$ cat config.mk
export PLATFORM = sky130hd
export DESIGN_NAME = pstb_update
export DESIGN_NICKNAME = d
export VERILOG_FILES = /design/src/rtl/core/per_type_slot_byte_budget_macros.svh /design/src/rtl/core/pstb_pkg.sv /design/src/rtl/core/pstb_update.sv
export SDC_FILE = /design/constraint.sdc
export NUM_CORES = 1
export LEC_CHECK = 0
export BUFFER_PORTS_ARGS = -buffer_cell sky130_fd_sc_hd__buf_2
export CAP_MARGIN = 20
export CORE_ASPECT_RATIO = 1.75
export CORE_UTILIZATION = 30
export DETAILED_ROUTE_END_ITERATION = 12
export GPL_TIMING_DRIVEN = 0
export SYNTH_ARGS = -nofsm -noshare
export SYNTH_HDL_FRONTEND = slang
export SYNTH_SLANG_ARGS = --single-unit
$ cat constraint.sdc
create_clock -name vclk -period 9.9
set_clock_uncertainty 0.1 [all_clocks]
set_input_delay 0.99 -clock vclk [all_inputs]
set_output_delay 0.99 -clock vclk [all_outputs]
set_load 0.05 [all_outputs]
$ cat src/rtl/core/per_type_slot_byte_budget_macros.svh
// ----------------------------------------------------------------------------
// Assertion macros for the per-type slot byte budget
// Concurrent checks clocked on clk_i and switched off while rst_ni is low.
// ----------------------------------------------------------------------------
`ifndef PER_TYPE_SLOT_BYTE_BUDGET_MACROS_SVH
`define PER_TYPE_SLOT_BYTE_BUDGET_MACROS_SVH

// Consequent must hold in the same cycle as the antecedent
`define PSTB_ASSERT_SAME(lbl, ante, cons, msg) \
  lbl: assert property (@(posedge clk_i) disable iff (!rst_ni) (ante) |-> (cons)) \
    else $error(msg);

// Consequent must hold in the cycle after the antecedent
`define PSTB_ASSERT_NEXT(lbl, ante, cons, msg) \
  lbl: assert property (@(posedge clk_i) disable iff (!rst_ni) (ante) |=> (cons)) \
    else $error(msg);

`endif

$ cat src/rtl/core/pstb_pkg.sv
// ----------------------------------------------------------------------------
// pstb_pkg
// Shared sizes, table entry layout and handshake structs of the budget block.
// ----------------------------------------------------------------------------
package pstb_pkg;

  // Table depth and address width
  localparam int unsigned NUM_TYPES = 1024;
  localparam int unsigned IDX_W     = $clog2(NUM_TYPES);

  // Field widths
  localparam int unsigned TYPE_W  = 10;
  localparam int unsigned TIME_W  = 32;
  localparam int unsigned LEN_W   = 32;
  localparam int unsigned CNT_W   = 32;
  localparam int unsigned FILL_W  = 16;
  localparam int unsigned LIMIT_W = 16;
  localparam int unsigned HDR_W   = 8;

  // Stream word widths, rounded up to whole bytes
  localparam int unsigned IN_BITS  = TYPE_W + TIME_W + LEN_W;
  localparam int unsigned OUT_BITS = 2 + CNT_W + CNT_W + FILL_W;
  localparam int unsigned IN_W     = ((IN_BITS + 7) / 8) * 8;
  localparam int unsigned OUT_W    = ((OUT_BITS + 7) / 8) * 8;

  // Configuration port
  localparam int unsigned CFG_IDX_W  = 2;
  localparam int unsigned CFG_DATA_W = 16;
  localparam logic [CFG_IDX_W-1:0] REG_SLOT_BYTE_LIMIT = CFG_IDX_W'(0);
  localparam logic [CFG_IDX_W-1:0] REG_HEADER_BYTES    = CFG_IDX_W'(1);
  localparam logic [LIMIT_W-1:0]   LIMIT_RESET         = LIMIT_W'(2048);
  localparam logic [HDR_W-1:0]     HEADER_RESET        = HDR_W'(12);

  // One table entry
  typedef struct packed {
    logic [CNT_W-1:0]  msg_count;
    logic [CNT_W-1:0]  slot_count;
    logic [FILL_W-1:0] fill;
    logic [TIME_W-1:0] slot_time;
  } pstb_entry_t;

  // Table write port
  typedef struct packed {
    logic              en;
    logic [IDX_W-1:0]  addr;
    pstb_entry_t       data;
  } pstb_wr_t;

  // Outcome of one message
  typedef struct packed {
    logic        wr;
    logic        accepted;
    logic        opened;
    pstb_entry_t entry;
  } pstb_upd_t;

  // Saturating increment of a counter
  function automatic logic [CNT_W-1:0] sat_inc(input logic [CNT_W-1:0] v);
    sat_inc = (&v) ? v : v + CNT_W'(1);
  endfunction

endpackage

$ cat src/rtl/core/pstb_update.sv
// ----------------------------------------------------------------------------
// pstb_update
// Budget decision and new entry for one message, from the entry just read.
// ----------------------------------------------------------------------------
module pstb_update
  import pstb_pkg::*;
(
  input  pstb_entry_t        entry_i,
  input  logic               in_range_i,
  input  logic [TIME_W-1:0]  msg_time_i,
  input  logic [LEN_W-1:0]   payload_length_i,
  input  logic [LIMIT_W-1:0] slot_byte_limit_i,
  input  logic [HDR_W-1:0]   header_bytes_i,
  output pstb_upd_t          upd_o
);

  logic [FILL_W-1:0] fill_base;
  logic [LEN_W:0]    msg_size;
  logic [LEN_W+1:0]  fill_sum;
  logic              fits;
  logic              opens;

  // Drop the slot fill when a known type moves to another slot time
  assign fill_base = ((entry_i.msg_count != '0) && (entry_i.slot_time != msg_time_i))
                     ? '0 : entry_i.fill;

  // Size and budget check, kept wide so huge payloads never wrap
  assign msg_size = (LEN_W + 1)'(header_bytes_i) + (LEN_W + 1)'(payload_length_i);
  assign fill_sum = (LEN_W + 2)'(fill_base) + (LEN_W + 2)'(msg_size);
  assign fits     = fill_sum <= (LEN_W + 2)'(slot_byte_limit_i);
  assign opens    = fits && (fill_base == '0);

  // Build the entry to write back; out-of-table types give all zero
  always_comb begin
    upd_o = '0;
    if (in_range_i) begin
      upd_o.wr                = 1'b1;
      upd_o.accepted          = fits;
      upd_o.opened            = opens;
      upd_o.entry             = entry_i;
      upd_o.entry.fill        = fill_base;
      if (fits) begin
        upd_o.entry.slot_time = msg_time_i;
        upd_o.entry.fill      = fill_sum[FILL_W-1:0];
        upd_o.entry.msg_count = sat_inc(entry_i.msg_count);
        if (opens) begin
          upd_o.entry.slot_count = sat_inc(entry_i.slot_count);
        end
      end
    end
  end

endmodule

# After elaboration in Yosys (flattened, before gate mapping)
# Cells that the tools add are included.
[word_totals]
ramBits = 0
wordCells = 18
latch_bits = 0
n_memories = 0
rom_bits = 0
inputBits = 201
ff_bits = 0
[op_classes]
muxes = 6
n_eq_ne = 1
reduce_logical = 6
shift = 0
add_sub_neg = 4
multipliers = 0
n_lt_le_gt_ge = 1
div = 0
bitwise = 0
[op_table]
columns = ["operator", "count"]
rows = [
  ["2-to-1 mux 115 bit", 1],
  ["2-to-1 mux 112 bit", 1],
  ["2-to-1 mux 32 bit", 3],
  ["adder 32 x 1 -> 32 bit, second input constant", 2],
  ["AND reduction 32 bit", 2],
  ["adder 16 x 33 -> 34 bit", 1],
  ["less-or-equal comparator 34 x 16 -> 1 bit", 1],
  ["adder 8 x 32 -> 33 bit", 1],
  ["inequality test 32 bit", 1],
  ["nonzero test 32 bit", 1],
  ["zero test 16 bit", 1],
  ["2-to-1 mux 16 bit", 1],
  ["logical AND 1 bit", 2],
]

# Longest topological paths before layout
# Gate-level depths: netlist of the first run.
[logic_depth]
depth_word = 9
ltp_mapped = 30
depth_no_buf = 27

# Worst setup path after synthesis of the first run
# OpenSTA, ideal clock, no wires.
[synth_path]
kind = "input to output"
startpoint = "input port entry_i[80] (netlist name)"
endpoint = "output port upd_o[96] (netlist name)"
cell_stages = 27
path_slack_ns = 0.797
arrival_time_ns = 8.013
required_ns = 8.810
cell_sequence = "inv_1 -> ha_1 -> nor4b_1 -> nand4_1 -> nor2_1 -> a21oi_1 -> clkbuf_1 -> nor2b_1 -> fa_1 -> ha_1 -> inv_1 -> fa_1 -> nand2b_1 -> a21oi_1 -> o21ai_1 -> o21ai_0 -> a31oi_1 -> xnor2_1 -> ha_1 -> or2_2 -> a32o_1 -> a2111o_1 -> nor4_4 -> nand4b_4 -> buf_2 -> buf_2 -> o41ai_1"
[synth_rtl]
columns = ["item", "line", "source"]
rows = [
  ["from (decl)", "pstb_update.sv:8", "input pstb_entry_t entry_i,"],
  ["to (decl)", "pstb_update.sv:14", "output pstb_upd_t upd_o"],
]

==> results_dict.tcl, run 1 <==
set metrics [dict create \
    io_buffers 311 \
    dp_hpwl_microns 23810 \
    post-route-util_pct 41.19 \
    layout_common_cells "319 x buf_2, 98 x a21oi_1, 87 x nand3_1" \
    vias_per_cell 5.878 \
    wl_microns 28600 \
    yosysUniqueCellTypes 64 \
    fp.dieH_microns 183.1 \
    fmax_mhz 104.3 \
    rows 65 \
    timing.final.ws_setup_ns 0.3106 \
    mostFrequentLayoutCell "buf_2" \
    pre_cts_slack_ns -0.2809 \
    synth_xor_area_share_pct 7.323 \
    slowest_delay_ns 0.48 \
    synthToLayoutAreaGrowth_pct 33.47 \
    synth_adder_area_share_pct 12.78 \
    required_ns 8.81 \
    outcome "finished, final reports clean" \
    track_usage_pct 27.95 \
    start_kind "input port" \
    syn-num-nets 1149 \
    hold_viol 0 \
    grt_max_degree 11 \
    crit_buf_inv 4 \
    setup_viol 0 \
    layout-drive-gt1-share_pct 28.09 \
    regArea_sq_um 0 \
    via_count 8476 \
    synth-seq-area-share_pct 0 \
    timing.setup.tns_ns 0 \
    grt_pass1_wl_microns 42680 \
    top_layer "met4" \
    fp.dieW_microns 105.5 \
    wl_met1_microns 10400 \
    holdWs_ns 2.193 \
    yosysWarnings 0 \
    drv_cap 0 \
    met3_length_microns 1814 \
    first_global_vias 8063 \
    clkbuf_count 0 \
    first_pass_iters 5 \
    slew_viol_final 0 \
    die_area_sq_mm 0.01931 \
    critPathKind "input port to primary output" \
    overflow 0 \
    synth_area_sq_mm 0.005622 \
    core_sq_mm 0.01822 \
    post-route-period-util_pct 96.86 \
    avgSynthCellArea_sq_um 6.274 \
    synth_top_family_by_area "simple AND/OR/NAND/NOR gates" \
    slew-limit-headroom_pct 47.93 \
    total_power_mw 0.3345 \
    n_fill_cell 2058 \
    cp_top_family "simple AND/OR/NAND/NOR gates" \
    synth_cells 896 \
    drtIter0Drc 558 \
    seq_cells 0 \
    wl_per_cell_microns 19.83 \
    synth-simple-area-share_pct 39.62 \
    synth_compound_area_share_pct 28.96 \
    wl_met2_microns 14680 \
    powerDensity_mw_per_mm2 44.57 \
    power_leakage_nw 3.145 \
    rsz0062_at_grt "no" \
    drc 0 \
    worstMarginPinSlew_ns 0.7741 \
    final_nets 1462 \
    initial_utilization_pct 30.86 \
    crit_slowest_cell "nor4_2" \
    synth_mux_area_share_pct 4.474 \
    gp_congestion 0.9224 \
    io_pins 316 \
    cts.hold.buffers_added 0 \
    ir_worst_vdd_mv 0.01993 \
    end_kind "primary output" \
    critical_path_arrival_ns 8.50 \
    period_minus_slack_ns 9.589 \
    drt.antenna.violating_nets 0 \
    antenna_found_initial 1 \
    worstHoldPathType "input port to primary output" \
    path_max_fanout 10 \
]
==> cells in the mapped netlist (8+ instances only) <==
cell type,instances,area (sq um)
a21oi_1,99,495.5
nand3_1,87,435.4
nand2_1,82,307.8
o21ai_0,73,365.4
clkbuf_1,49,183.9
ha_1,43,538.0
xnor2_1,43,376.6
nor2_1,37,138.9
inv_1,31,116.4
nand4_1,31,193.9
nor4_1,28,175.2
o31ai_1,27,202.7
nand2b_1,25,156.4
mux2i_1,24,240.2
or4_1,23,172.7
and3_1,22,137.6
nor2b_1,22,137.6
nor3_1,17,85.08
a211oi_1,11,82.58
or3_1,10,62.56
fa_1,9,180.2
buf_2,8,40.04
==> cells by family after synthesis <==
group                    Yosys count
AND/OR/NAND/NOR                  409
adder cells (fa/ha/maj)           52
XOR/XNOR                          47
AO/OA/AOI/OAI                    268
buffers and inverters             95
multiplexers                      25
==> cell type report <==
| type | count | area, sq um | area share, % |
|---|---|---|---|
| multi-input combinational | 801 | 5260 | 70.10 |
| timing repair buffer | 311 | 1556 | 20.74 |
| tap | 234 | 292.8 | 3.902 |
| buffer | 63 | 271.5 | 3.618 |
| inverter | 32 | 120.1 | 1.601 |
| antenna | 1 | 2.502 | 0.03335 |
==> layer usage <==
| layer | up-vias | global-route usage (%) |
|---|---|---|
| met5 | - | 0 |
| met4 | 0 | 15.49 |
| li1 | 4024 | - |
| met2 | 444 | 52.71 |
| met1 | 3914 | 29.81 |
| met3 | 94 | 3.056 |
==> worst paths after layout <==
kind / end / slack (ns) / cells past startpoint / start
min: upd_o[114] / 2.19 / 2 / in_range_i
max: upd_o[88] / 0.31 / 25 / msg_time_i[3]
==> through the flow <==
stage | instances | area (sq um)
floorplan | 896 | 5622
global placement | 1441 | 7471
detailed placement | 1441 | 7471
CTS | 1441 | 7476
global route | 1442 | 7503
finish | 1442 | 7503
==> where the power goes <==
group	leakage, nW	total [mW]	switching (mW)	internal [mW]
clock network	0.00000634	0.0000000135	0	0.0000000135
logic	3.15	0.334	0.226	0.109
registers	0	0	0	0
total	3.15	0.334	0.226	0.109
==> what timing repair did <==
action | in CTS | in global routing
setup endpoints to repair | 53 | 110
setup buffers | 0 | 0
resized for setup | 2 | 10
(Power assumes the default switching activity.)
==> run 2: changes to the inputs <==
- CORE_AREA: unset -> 2 2 122 124
- CORE_ASPECT_RATIO: 1.75 -> unset
- CORE_UTILIZATION: 30 -> unset
- DIE_AREA: unset -> 0 0 124 126
- PLACE_DENSITY: unset -> 0.73
==> results_dict.tcl, run 2 (synthesized netlist as in run 1, its figures left out) <==
set metrics [dict create \
    regArea_sq_um 0 \
    period_minus_slack_ns 9.319 \
    antennaDiodeCount 0 \
    setup_viol 0 \
    required_ns 8.81 \
    grt_max_degree 11 \
    hold_viol 0 \
    mostFrequentLayoutCell "buf_2" \
    multi_input_area_sq_mm 0.005259 \
    via_count 8426 \
    ir_worst_vdd_mv 0.02443 \
    worstMarginPinSlew_ns 0.8083 \
    seq_cells 0 \
    critPathKind "input port to primary output" \
    power_leakage_nw 3.132 \
    clkbuf_count 0 \
    drt.antenna.violating_nets 0 \
    path_max_fanout 18 \
    grt_pass1_wl_microns 38640 \
    powerDensity_mw_per_mm2 44.51 \
    rsz0062_at_grt "no" \
    placed_area_sq_mm 0.007408 \
    fp.dieH_microns 126 \
    top_layer "met4" \
    initial_utilization_pct 39.27 \
    final_nets 1461 \
    first_global_vias 7539 \
    internal_power_mw 0.1089 \
    layout-drive-gt1-share_pct 27.78 \
    wl_met2_microns 12040 \
    end_kind "primary output" \
    stdcell_count 1390 \
    n_fill_cell 1546 \
    fmax_mhz 107.3 \
    track_usage_pct 30.83 \
    wl_microns 26090 \
    outcome "finished, final reports clean" \
    io_pins 316 \
    fp.dieW_microns 124 \
    wl_met1_microns 10720 \
    core_sq_mm 0.01431 \
    swShare_pct 67.07 \
    gp_congestion 0.9781 \
    critical_path_arrival_ns 8.23 \
    io_buffers 311 \
    slew_viol_final 0 \
    start_kind "input port" \
    vias_per_cell 6.062 \
    post_cts_buffers 0 \
    overflow 0 \
    post-route-period-util_pct 94.14 \
    drtIter0Drc 693 \
    drv_cap 0 \
    slew-limit-headroom_pct 45.63 \
    fin_area_sq_mm 0.007428 \
    pwr-share-comb_pct 100.0 \
    layout_common_cells "319 x buf_2, 98 x a21oi_1, 87 x nand3_1" \
    dpl.cell_count 1391 \
    worstHoldPathType "input port to primary output" \
    met3_length_microns 2275 \
    seqPwrFrac_pct 0 \
    antenna_found_initial 0 \
    synthToLayoutAreaGrowth_pct 32.14 \
    wl_per_cell_microns 18.77 \
    rows 44 \
    drc 0 \
    p_switching_mw 0.2218 \
    dp_hpwl_microns 21410 \
    clkPwrFrac_pct 0 \
    die_area_sq_mm 0.01562 \
    first_pass_iters 5 \
]
## run 2: power groups by stage
stage | sequential, mW | clock, mW | combinational (mW)
2_1_floorplan | 0 | 0 | 0.204
4_1_cts | 0 | 0 | 0.326
3_5_place_dp | 0 | 0 | 0.325
5_1_grt | 0 | 0 | 0.357
6_report | 0 | 0 | 0.331
3_3_place_gp | 0 | 0 | 0.323
## run 2: timing repair
| item | CTS | global route |
|---|---|---|
| pin swaps | 0 | 0 |
| hold buffers | 0 | 0 |
| resized for setup | 1 | 5 |
| endpoints found under the setup margin | 25 | 63 |
## run 2: metrics by stage
stage / utilization [%] / TNS, ns / power, mW / setup slack [ns] / hold slack (ns)
after CTS: 51.78 / 0 / 0.3265 / 0.2227 / 2.184
final: 51.90 / 0 / 0.3307 / 0.5806 / 2.183
after global routing: 51.90 / 0 / 0.3570 / 0.1771 / 2.185
after detailed placement: 51.76 / -0.9494 / 0.3249 / -0.1069 / 2.184
after floorplan: - / 0 / 0.2040 / 0.7972 / 2.047
after global placement: 51.76 / -0.05744 / 0.3226 / -0.04674 / 2.183
## run 2: final cells by class
class                      instances  area share (%)
timing repair buffer             311           20.95
multi-input combinational        801           70.79
tap                              184           3.099
inverter                          32           1.617
buffer                            62           3.537
## run 2: critical path, cell delays in order
cell and delay, ns:
buf_2 0.11, xnor2_1 0.25, nand4_1 0.14, nor4_1 0.49
a21oi_4 0.28, nor2b_1 0.24, fa_1 0.46, ha_1 0.37
and2_1 0.21, a221oi_2 0.40, a2111oi_2 0.17, or3b_1 0.44
xor2_1 0.19, ha_1 0.31, nand3_1 0.13, nor2_1 0.13
nand4_1 0.10, a32o_1 0.27, a2111o_1 0.39, nor4_4 0.40
nand4b_4 0.25, clkbuf_1 0.34, nor4_1 0.44, mux2i_1 0.39
buf_2 0.33
## run 2: final timing paths
check / start / end / cells past startpoint
setup / recovery: msg_time_i[30] / upd_o[105] / 25
hold / removal: in_range_i / upd_o[114] / 2
## run 2: layer usage
metal / track usage, % / vias up
met2: 51.71 / 481
met1: 40.78 / 3855
met3: 3.080 / 73
li1: - / 4017
met5: 0 / -
met4: 10.84 / 0
